==> src/rtl/patu_pkg.sv <==
// Shared types, codes and helper functions for the paged address translation unit.
// Depends on nothing; every other file of the block but patu_cfg_if uses it.
package patu_pkg;

    localparam int unsigned ADDR_W   = 18;
    localparam int unsigned WORD_W   = 16;
    localparam int unsigned PHYS_W   = 19;
    localparam int unsigned IDX_W    = 4;
    localparam int unsigned DEPTH    = 16;

    localparam logic [15:0]       IO_PAGE_LIMIT = 16'o167777;
    localparam logic [PHYS_W-1:0] IO_PAGE_OFS   = 19'o600000;
    localparam logic [17:0]       BANK_KDESC_A  = 18'o772300;
    localparam logic [17:0]       BANK_KBASE_A  = 18'o772340;
    localparam logic [17:0]       BANK_UDESC_A  = 18'o777600;
    localparam logic [17:0]       BANK_UBASE_A  = 18'o777640;

    typedef enum logic [1:0] {
        REQ_XLATE_RD = 2'd0,
        REQ_XLATE_WR = 2'd1,
        REQ_REG_RD   = 2'd2,
        REQ_REG_WR   = 2'd3
    } t_req;

    typedef enum logic [2:0] {
        FLT_NONE   = 3'd0,
        FLT_BUS    = 3'd1,
        FLT_RDONLY = 3'd2,
        FLT_NOACC  = 3'd3,
        FLT_LEN    = 3'd4
    } t_fault;

    typedef enum logic [2:0] {
        BANK_NONE,
        BANK_KDESC,
        BANK_KBASE,
        BANK_UDESC,
        BANK_UBASE
    } t_bank;

    typedef enum logic {
        ST_IDLE,
        ST_LOOKUP
    } t_state;

    typedef struct packed {
        logic [PHYS_W-1:0] phys_addr;
        logic [WORD_W-1:0] read_data;
        t_fault            fault;
        logic [WORD_W-1:0] status_word;
        logic              abort_ld;
        logic [WORD_W-1:1] abort_val;
        logic              desc_we;
        logic [WORD_W-1:0] desc_wdata;
        logic              base_we;
        logic [WORD_W-1:0] base_wdata;
    } t_exec_out;

    // Bits 4..0 of a register address are ignored, so only bits 17..5 pick the bank.
    function automatic t_bank decode_bank(input logic [ADDR_W-1:0] addr);
        logic [ADDR_W-1:0] bank;
        bank = {addr[ADDR_W-1:5], 5'b0};
        if (bank == BANK_KDESC_A)      return BANK_KDESC;
        else if (bank == BANK_KBASE_A) return BANK_KBASE;
        else if (bank == BANK_UDESC_A) return BANK_UDESC;
        else if (bank == BANK_UBASE_A) return BANK_UBASE;
        else                           return BANK_NONE;
    endfunction

    function automatic logic [IDX_W-1:0] entry_index(
        input t_req              req,
        input logic [ADDR_W-1:0] addr,
        input logic              user
    );
        t_bank bank;
        bank = decode_bank(addr);
        if (req == REQ_XLATE_RD || req == REQ_XLATE_WR)
            return {user, addr[15:13]};
        else
            return {(bank == BANK_UDESC || bank == BANK_UBASE), addr[3:1]};
    endfunction

endpackage

==> src/rtl/patu_req_if.sv <==
// Request channel of the translation unit: valid/ready plus the request fields.
// Depends on patu_pkg for the field widths.
interface patu_req_if;
    logic                          valid;
    logic                          ready;
    logic [1:0]                    req_type;
    logic [patu_pkg::ADDR_W-1:0]   address;
    logic                          user_mode;
    logic [patu_pkg::WORD_W-1:0]   write_data;

    modport source (output valid, req_type, address, user_mode, write_data, input ready);
    modport sink   (input valid, req_type, address, user_mode, write_data, output ready);
endinterface

==> src/rtl/patu_rsp_if.sv <==
// Response channel of the translation unit: valid/ready plus the response fields.
// Depends on patu_pkg for the field widths.
interface patu_rsp_if;
    logic                          valid;
    logic                          ready;
    logic [patu_pkg::PHYS_W-1:0]   phys_addr;
    logic [patu_pkg::WORD_W-1:0]   read_data;
    logic [2:0]                    fault;
    logic [patu_pkg::WORD_W-1:0]   status_word;

    modport source (output valid, phys_addr, read_data, fault, status_word, input ready);
    modport sink   (input valid, phys_addr, read_data, fault, status_word, output ready);
endinterface

==> src/rtl/patu_cfg_if.sv <==
// Configuration write channel: valid/ready and the relocation enable bit.
// No dependencies.
interface patu_cfg_if;
    logic valid;
    logic ready;
    logic data;

    modport source (output valid, data, input ready);
    modport sink   (input valid, data, output ready);
endinterface

==> src/rtl/patu_page_ram.sv <==
// Sixteen-word synchronous memory with registered read and reset-cleared
// valid bits, so entries never written read as zero. Depends on patu_pkg.
module patu_page_ram (
    input  logic                         i_clk,
    input  logic                         i_rst_n,
    input  logic                         i_we,
    input  logic [patu_pkg::IDX_W-1:0]   i_waddr,
    input  logic [patu_pkg::WORD_W-1:0]  i_wdata,
    input  logic                         i_re,
    input  logic [patu_pkg::IDX_W-1:0]   i_raddr,
    output logic [patu_pkg::WORD_W-1:0]  o_rdata
);
    import patu_pkg::*;

    logic [WORD_W-1:0] r_mem [DEPTH];
    logic [DEPTH-1:0]  r_valid;
    logic [WORD_W-1:0] r_rdata;
    logic              r_rd_valid;

    always_ff @(posedge i_clk) begin
        if (i_we) begin
            r_mem[i_waddr] <= i_wdata;
        end
        if (i_re) begin
            r_rdata <= r_mem[i_raddr];
        end
    end

    always_ff @(posedge i_clk) begin
        if (!i_rst_n) begin
            r_valid    <= '0;
            r_rd_valid <= 1'b0;
        end else begin
            if (i_we) begin
                r_valid[i_waddr] <= 1'b1;
            end
            if (i_re) begin
                r_rd_valid <= r_valid[i_raddr];
            end
        end
    end

    assign o_rdata = r_rdata & {WORD_W{r_rd_valid}};
endmodule

==> src/rtl/patu_exec.sv <==
// Execute logic: translation checks, abort status and register access for one request,
// working on the words read from the two page memories. Depends on patu_pkg.
module patu_exec (
    input  logic [1:0]                   i_req_type,
    input  logic [patu_pkg::ADDR_W-1:0]  i_address,
    input  logic                         i_user_mode,
    input  logic [patu_pkg::WORD_W-1:0]  i_write_data,
    input  logic [patu_pkg::WORD_W-1:0]  i_pdr,
    input  logic [patu_pkg::WORD_W-1:0]  i_pbr,
    input  logic                         i_enable,
    input  logic [patu_pkg::WORD_W-1:1]  i_abort,
    output patu_pkg::t_exec_out          o_res
);
    import patu_pkg::*;

    t_req        req;
    t_bank       bank;
    logic [15:0] va;
    logic [6:0]  block;
    logic [6:0]  plen;
    logic        over;
    logic        is_wr;
    logic [12:0] base_sum;
    logic [15:0] abort_word;

    always_comb begin
        req      = t_req'(i_req_type);
        bank     = decode_bank(i_address);
        va       = i_address[15:0];
        block    = va[12:6];
        plen     = i_pdr[14:8];
        is_wr    = (req == REQ_XLATE_WR);
        over     = i_pdr[3] ? (block < plen) : (block > plen);
        base_sum = {1'b0, i_pbr[11:0]} + {6'b0, block};

        o_res            = '0;
        o_res.fault      = FLT_NONE;
        o_res.desc_wdata = i_pdr | 16'h0040;
        o_res.base_wdata = i_write_data;
        abort_word       = 16'h0001 | {12'b0, va[15:13], 1'b0} |
                           (i_user_mode ? 16'h0060 : 16'h0000);

        case (req)
            REQ_XLATE_RD, REQ_XLATE_WR: begin
                if (!i_enable) begin
                    // Only the top 4 KB of the address space moves up to the I/O page.
                    if (va > IO_PAGE_LIMIT)
                        o_res.phys_addr = {3'b0, va} + IO_PAGE_OFS;
                    else
                        o_res.phys_addr = {3'b0, va};
                end else if (is_wr && i_pdr[2:1] != 2'b11) begin
                    o_res.fault    = FLT_RDONLY;
                    o_res.abort_ld = 1'b1;
                    abort_word[13] = 1'b1;
                end else if (!i_pdr[1]) begin
                    o_res.fault    = FLT_NOACC;
                    o_res.abort_ld = 1'b1;
                    abort_word[15] = 1'b1;
                end else if (over) begin
                    o_res.fault    = FLT_LEN;
                    o_res.abort_ld = 1'b1;
                    abort_word[14] = 1'b1;
                end else begin
                    o_res.desc_we   = is_wr;
                    o_res.phys_addr = {base_sum, va[5:0]};
                end
            end
            REQ_REG_RD, REQ_REG_WR: begin
                o_res.desc_wdata = i_write_data;
                case (bank)
                    BANK_KDESC, BANK_UDESC: begin
                        o_res.read_data = (req == REQ_REG_RD) ? i_pdr : '0;
                        o_res.desc_we   = (req == REQ_REG_WR);
                    end
                    BANK_KBASE, BANK_UBASE: begin
                        o_res.read_data = (req == REQ_REG_RD) ? i_pbr : '0;
                        o_res.base_we   = (req == REQ_REG_WR);
                    end
                    default: begin
                        o_res.fault = FLT_BUS;
                    end
                endcase
            end
            default: begin
                o_res.fault = FLT_NONE;
            end
        endcase

        o_res.abort_val   = o_res.abort_ld ? abort_word[15:1] : i_abort;
        o_res.status_word = {o_res.abort_val, i_enable};
    end
endmodule

==> src/rtl/paged_address_translation_unit_top.sv <==
// Paged address translation unit: top level with request, response and config channels.
// An accepted request first reads both page memories, then execute registers its response.
// A new request is taken only once the last has left execute, since the page memory read
// precedes the read-modify-write of the descriptor word; a waiting response stalls execute.
// Reset (synchronous, active low) clears relocation enable, abort status and memory valid
// bits, so all descriptor and base words read as zero. Depends on patu_pkg and the interfaces.
module paged_address_translation_unit_top (
    input  logic       i_clk,
    input  logic       i_rst_n,
    patu_req_if.sink   i_req,
    patu_rsp_if.source o_rsp,
    patu_cfg_if.sink   i_cfg
);
    import patu_pkg::*;

    t_state            r_state;
    t_state            n_state;
    logic              req_acc;
    logic              out_free;
    logic              exec_ld;

    logic [1:0]        r_req_type;
    logic [ADDR_W-1:0] r_address;
    logic              r_user_mode;
    logic [WORD_W-1:0] r_write_data;
    logic [IDX_W-1:0]  r_idx;
    logic [IDX_W-1:0]  in_idx;

    logic              r_mmu_enable;
    logic [WORD_W-1:1] r_abort;

    logic              r_out_valid;
    logic [PHYS_W-1:0] r_out_phys;
    logic [WORD_W-1:0] r_out_rdata;
    logic [2:0]        r_out_fault;
    logic [WORD_W-1:0] r_out_status;

    logic [WORD_W-1:0] pdr;
    logic [WORD_W-1:0] pbr;
    t_exec_out         ex;

    assign req_acc  = i_req.valid & i_req.ready;
    assign out_free = !r_out_valid || o_rsp.ready;
    assign in_idx   = entry_index(t_req'(i_req.req_type), i_req.address, i_req.user_mode);

    always_ff @(posedge i_clk) begin
        if (!i_rst_n) begin
            r_state <= ST_IDLE;
        end else begin
            r_state <= n_state;
        end
    end

    always_comb begin
        n_state     = r_state;
        i_req.ready = 1'b0;
        exec_ld     = 1'b0;
        case (r_state)
            ST_IDLE: begin
                i_req.ready = 1'b1;
                if (i_req.valid)
                    n_state = ST_LOOKUP;
            end
            ST_LOOKUP: begin
                if (out_free) begin
                    exec_ld = 1'b1;
                    n_state = ST_IDLE;
                end
            end
            default: begin
                n_state = ST_IDLE;
            end
        endcase
    end

    always_ff @(posedge i_clk) begin
        if (req_acc) begin
            r_req_type   <= i_req.req_type;
            r_address    <= i_req.address;
            r_user_mode  <= i_req.user_mode;
            r_write_data <= i_req.write_data;
            r_idx        <= in_idx;
        end
        if (exec_ld) begin
            r_out_phys   <= ex.phys_addr;
            r_out_rdata  <= ex.read_data;
            r_out_fault  <= ex.fault;
            r_out_status <= ex.status_word;
        end
    end

    always_ff @(posedge i_clk) begin
        if (!i_rst_n) begin
            r_mmu_enable <= 1'b0;
            r_abort      <= '0;
            r_out_valid  <= 1'b0;
        end else begin
            if (i_cfg.valid && i_cfg.ready)
                r_mmu_enable <= i_cfg.data;
            if (exec_ld)
                r_abort <= ex.abort_val;
            if (exec_ld)
                r_out_valid <= 1'b1;
            else if (o_rsp.ready)
                r_out_valid <= 1'b0;
        end
    end

    patu_page_ram u_desc_ram (
        .i_clk   (i_clk),
        .i_rst_n (i_rst_n),
        .i_we    (exec_ld && ex.desc_we),
        .i_waddr (r_idx),
        .i_wdata (ex.desc_wdata),
        .i_re    (req_acc),
        .i_raddr (in_idx),
        .o_rdata (pdr)
    );

    patu_page_ram u_base_ram (
        .i_clk   (i_clk),
        .i_rst_n (i_rst_n),
        .i_we    (exec_ld && ex.base_we),
        .i_waddr (r_idx),
        .i_wdata (ex.base_wdata),
        .i_re    (req_acc),
        .i_raddr (in_idx),
        .o_rdata (pbr)
    );

    patu_exec u_exec (
        .i_req_type   (r_req_type),
        .i_address    (r_address),
        .i_user_mode  (r_user_mode),
        .i_write_data (r_write_data),
        .i_pdr        (pdr),
        .i_pbr        (pbr),
        .i_enable     (r_mmu_enable),
        .i_abort      (r_abort),
        .o_res        (ex)
    );

    assign i_cfg.ready       = 1'b1;
    assign o_rsp.valid       = r_out_valid;
    assign o_rsp.phys_addr   = r_out_phys;
    assign o_rsp.read_data   = r_out_rdata;
    assign o_rsp.fault       = r_out_fault;
    assign o_rsp.status_word = r_out_status;
endmodule

==> src/flat_wrapper.sv <==
// flat-port wrapper written by rule: the top's interface ports become plain ports
module paged_address_translation_unit_top_flat import patu_pkg::*;
  (i_clk, i_rst_n, i_req_valid, i_req_req_type, i_req_address, i_req_user_mode, i_req_write_data, i_req_ready, o_rsp_valid, o_rsp_phys_addr, o_rsp_read_data, o_rsp_fault, o_rsp_status_word, o_rsp_ready, i_cfg_valid, i_cfg_data, i_cfg_ready);
  patu_req_if i_req_i ();
  patu_rsp_if o_rsp_i ();
  patu_cfg_if i_cfg_i ();
  input  logic i_clk;
  input  logic i_rst_n;
  input wire logic [$bits(i_req_i.valid)-1:0] i_req_valid;
  input wire logic [$bits(i_req_i.req_type)-1:0] i_req_req_type;
  input wire logic [$bits(i_req_i.address)-1:0] i_req_address;
  input wire logic [$bits(i_req_i.user_mode)-1:0] i_req_user_mode;
  input wire logic [$bits(i_req_i.write_data)-1:0] i_req_write_data;
  output wire logic [$bits(i_req_i.ready)-1:0] i_req_ready;
  output wire logic [$bits(o_rsp_i.valid)-1:0] o_rsp_valid;
  output wire logic [$bits(o_rsp_i.phys_addr)-1:0] o_rsp_phys_addr;
  output wire logic [$bits(o_rsp_i.read_data)-1:0] o_rsp_read_data;
  output wire logic [$bits(o_rsp_i.fault)-1:0] o_rsp_fault;
  output wire logic [$bits(o_rsp_i.status_word)-1:0] o_rsp_status_word;
  input wire logic [$bits(o_rsp_i.ready)-1:0] o_rsp_ready;
  input wire logic [$bits(i_cfg_i.valid)-1:0] i_cfg_valid;
  input wire logic [$bits(i_cfg_i.data)-1:0] i_cfg_data;
  output wire logic [$bits(i_cfg_i.ready)-1:0] i_cfg_ready;
  assign i_req_i.valid = i_req_valid;
  assign i_req_i.req_type = i_req_req_type;
  assign i_req_i.address = i_req_address;
  assign i_req_i.user_mode = i_req_user_mode;
  assign i_req_i.write_data = i_req_write_data;
  assign i_req_ready = i_req_i.ready;
  assign o_rsp_valid = o_rsp_i.valid;
  assign o_rsp_phys_addr = o_rsp_i.phys_addr;
  assign o_rsp_read_data = o_rsp_i.read_data;
  assign o_rsp_fault = o_rsp_i.fault;
  assign o_rsp_status_word = o_rsp_i.status_word;
  assign o_rsp_i.ready = o_rsp_ready;
  assign i_cfg_i.valid = i_cfg_valid;
  assign i_cfg_i.data = i_cfg_data;
  assign i_cfg_ready = i_cfg_i.ready;
  paged_address_translation_unit_top u_core (.i_clk(i_clk), .i_rst_n(i_rst_n), .i_req(i_req_i), .o_rsp(o_rsp_i), .i_cfg(i_cfg_i));
endmodule
==> config.mk <==
export PLATFORM = sky130hd
export DESIGN_NAME = paged_address_translation_unit_top_flat
export DESIGN_NICKNAME = d
export VERILOG_FILES = /design/src/rtl/patu_pkg.sv /design/src/rtl/patu_req_if.sv /design/src/rtl/patu_rsp_if.sv /design/src/rtl/patu_cfg_if.sv /design/src/rtl/patu_page_ram.sv /design/src/rtl/patu_exec.sv /design/src/rtl/paged_address_translation_unit_top.sv /design/src/flat_wrapper.sv
export SDC_FILE = /design/constraint.sdc
export NUM_CORES = 1
export LEC_CHECK = 0
export BUFFER_PORTS_ARGS = -buffer_cell sky130_fd_sc_hd__buf_2
export CAP_MARGIN = 20
export CORE_ASPECT_RATIO = 1.1
export CORE_MARGIN = 2
export CORE_UTILIZATION = 51
export CTS_CLUSTER_DIAMETER = 40
export DETAILED_ROUTE_END_ITERATION = 7
export PLACE_DENSITY_LB_ADDON = 0.2
export SLEW_MARGIN = 20
export SYNTH_ARGS = -nofsm -noshare
export SYNTH_HDL_FRONTEND = slang
export SYNTH_SLANG_ARGS = --single-unit
==> constraint.sdc <==
create_clock -name i_clk -period 4.85 [get_ports i_clk]
set_input_delay 0.97 -clock i_clk [delete_from_list [all_inputs] [get_ports i_clk]]
set_output_delay 0.97 -clock i_clk [all_outputs]
set_load 0.005 [all_outputs]
==> flow_metrics.py <==
metrics = {
    "clocking": {
        "ctsHoldBuffers": 0,
        "cts_setup_buffers": 0,
        "cts_tree": "built",
        "cts-htree-levels": 3,
        "post_cts_resized": 0,
        "clk_pin_slew_ns": 0.06,
        "cts_root_buf": "clkbuf_16",
        "cts_num_sinks": 691,
        "numCtsBuffers": 83,
        "cts_max_path_buffers": 3,
        "clk_latency_ns": 0.63,
    },
    "synth": {
        "syn-instance-count": 2222,
        "synth_edf_count": 639,
        "synthesis.nets": 2280,
        "ys_ff_latch": 691,
        "synth_flop_cell": "edfxtp_1",
        "avgSynthCellArea_sq_um": 12.5,
        "yosys_warnings": 0,
        "async_flop_share": 0,
        "synth-seq-area-share": 0.728,
        "yosysUniqueCellTypes": 63,
        "netlist_area_sq_um": 27800,
    },
    "critical_path": {
        "cp-start-kind": "flop",
        "rr_startpoint": "u_core.u_desc_ram.r_rd_valid",
        "cp.arrival_ns": 4.11,
        "critPathMaxStageDelay_ns": 0.68,
        "crit_start": "u_core.u_desc_ram.r_rd_valid",
        "cp.required_ns": 5.14,
        "crit_path_cell_trace": "nand2_1, ha_1, a211oi_1, nor2_1, o311ai_4, nand4_1, o21a_4, nor4_2, buf_4",
        "critPathKind": "reg2reg",
        "slowest_stage": "dfxtp_1",
        "worstSetupEndpointType": "flop",
        "cp_max_fo": 18,
    },
    "finish": {
        "postLayoutCellArea_sq_um": 32200,
        "n_antenna_cell": 0,
        "area_growth_pct": 15.9,
        "final_common_cell": "edfxtp_1",
        "regArea_sq_um": 20200,
        "nFillCells": 4111,
        "layout_common_cells": "edfxtp_1 (639), nand2_1 (624), nand3_1 (280)",
        "nets": 2384,
        "multi_input_area_sq_um": 7090,
        "drive_gt1_frac": 0.155,
        "postLayoutCoreUtil": 0.598,
    },
    "global_routing": {
        "grt_pass1_wl_um": 108000,
        "antenna_found_initial": 1,
        "track_usage": 0.257,
        "grt_pass1_vias": 17900,
        "grt-ovfl-total": 0,
        "grt_max_degree": 158,
    },
    "routing": {
        "top_layer": "met4",
        "vias": 18498,
        "wirelength_um": 72100,
        "drt.antenna.violating_nets": 0,
        "vias_per_cell": 5.93,
        "drtPass1Iterations": 5,
        "route.detailed.wl_per_inst_um": 23.1,
        "drc_errors": 0,
        "dr_wl_met2_um": 34000,
        "met3_length_um": 5930,
        "drtIter0Drc": 2248,
        "wirelength_met1_um": 29100,
    },
    "timing": {
        "finClkSkew_ns": 0.0217,
        "hold_ws_ns": 0.454,
        "min_period_over_period": 0.786,
        "setup_viol": 0,
        "slew_violations": 0,
        "rsz0062_at_grt": "false",
        "hold_viol": 0,
        "worst_slew_pin_slew_ns": 0.976,
        "maxSlewHeadroom": 0.349,
        "max_freq_mhz": 262,
        "fin_crit_ns": 3.81,
        "finalSetupTns_ns": 0,
    },
    "place": {
        "hpwlAfterDp_um": 40600,
        "gp_congestion": 0.901,
        "portBuffers": 98,
        "place_area_sq_um": 29400,
    },
    "floorplanning": {
        "core_sq_um": 53800,
        "die_w_um": 227,
        "start_util": 0.517,
        "dieArea_sq_um": 56400,
        "die_y_um": 249,
        "rows": 89,
        "io_pins": 100,
    },
    "power_and_ir_drop": {
        "vdd_drop_max_mv": 0.222,
        "leakagePower_nw": 11.3,
        "p_per_area_nw_per_um2": 430,
        "power_mw": 13.8,
    },
    "worst_hold_path": {
        "hold_class": "reg2reg",
        "hold_start": "u_core.r_abort[11]",
    },
    "status": {
        "outcome": "finished clean",
    },
    "run": {
        "drv_cap": 0,
    },
}
==> power by group <==
group	switching, mW	internal [mW]	total [mW]
combinational	0.632	0.253	0.885
clock	2.54	3.67	6.21
sequential	0.103	6.63	6.73
==> final timing paths <==
kind	to	slack, ns	depth (start not counted)
setup reg to reg	u_core.u_desc_ram.r_mem[1][12]	1.04	9
setup / recovery	u_core.u_desc_ram.r_mem[1][12]	1.04	9
hold reg to reg	u_core.r_abort[11]	0.45	1
hold / removal	u_core.r_abort[11]	0.45	1
==> metal layers <==
metal | track usage | up-vias
li1 | - | 8332
met1 | 0.349 | 9111
met2 | 0.407 | 887
met3 | 0.0416 | 168
met4 | 0.120 | 0
met5 | 0 | -
==> cells by family (layout without fill, tap and decap cells) <==
group	Yosys count	after routing	share of synthesized area
buf+inv	167	339	0.0236
simple gates	1101	1101	0.175
flops	691	691	0.728
compound gates	231	231	0.0608
xor+xnor	7	7	0.00221
fa+ha+maj	15	15	0.00703
other cells	1	1	0.000135
mux	9	9	0.00347
==> state kept, by name (all words and copies together), names as in the netlist, 18 cells and up <==
signal                   count
u_core.o_rsp.phys_addr      19
u_core.r_address            18
u_core.u_desc_ram.r_mem    256
u_core.u_base_ram.r_mem    256
==> per-stage QoR <==
step	setup slack (ns)	instances
3_3_place_gp	1.24	2968
6_report	1.04	3122
4_1_cts	1.08	3122
3_5_place_dp	1.12	2969
2_1_floorplan	0.473	2222
5_1_grt	0.847	3122
==> worst max-delay path, delay by kind of cell (launching register included) <==
| kind | cells | cell delay [ns] |
|---|---|---|
| simple gates | 4 | 1.07 |
| compound gates | 3 | 1.01 |
| flops | 1 | 0.68 |
| fa+ha+maj | 1 | 0.34 |
| buf+inv | 1 | 0.36 |
==> cell type report <==
| type | count | share of cell area |
|---|---|---|
| Inverter | 21 | 0.00280 |
| Timing Repair Buffer | 165 | 0.0338 |
| Clock inverter | 56 | 0.0187 |
| Clock buffer | 97 | 0.0678 |
| Multi-Input combinational cell | 1364 | 0.220 |
| Tap cell | 728 | 0.0283 |
| Sequential cell | 691 | 0.628 |
==> Yosys cell counts, types with 3 or more instances <==
| cell | count | area (sq um) |
|---|---|---|
| or2_2 | 4 | 25.0 |
| buf_1 | 7 | 26.3 |
| edfxtp_1 | 639 | 19200 |
| buf_2 | 8 | 40.0 |
| mux2i_1 | 4 | 40.0 |
| mux2_2 | 5 | 56.3 |
| o21a_1 | 18 | 135 |
| nor3_1 | 3 | 15.0 |
| a211oi_1 | 5 | 37.5 |
| clkbuf_1 | 127 | 477 |
| inv_1 | 19 | 71.3 |
| nor2_1 | 64 | 240 |
| o21ai_2 | 10 | 87.6 |
| and3_1 | 40 | 250 |
| o211ai_1 | 3 | 22.5 |
| and2_1 | 21 | 131 |
| dfxtp_1 | 52 | 1040 |
| nand3_1 | 280 | 1400 |
| nand4_1 | 13 | 81.3 |
| ha_1 | 14 | 175 |
| xor2_1 | 3 | 26.3 |
| nor2b_1 | 15 | 93.8 |
| nand2b_1 | 7 | 43.8 |
| xnor2_1 | 4 | 35.0 |
| a21oi_1 | 24 | 120 |
| nor4_1 | 18 | 113 |
| a311oi_1 | 72 | 631 |
| a31oi_1 | 38 | 238 |
| nand2_1 | 624 | 2340 |
| o21ai_0 | 40 | 200 |
Note: power is estimated with default switching activity, not from simulation.
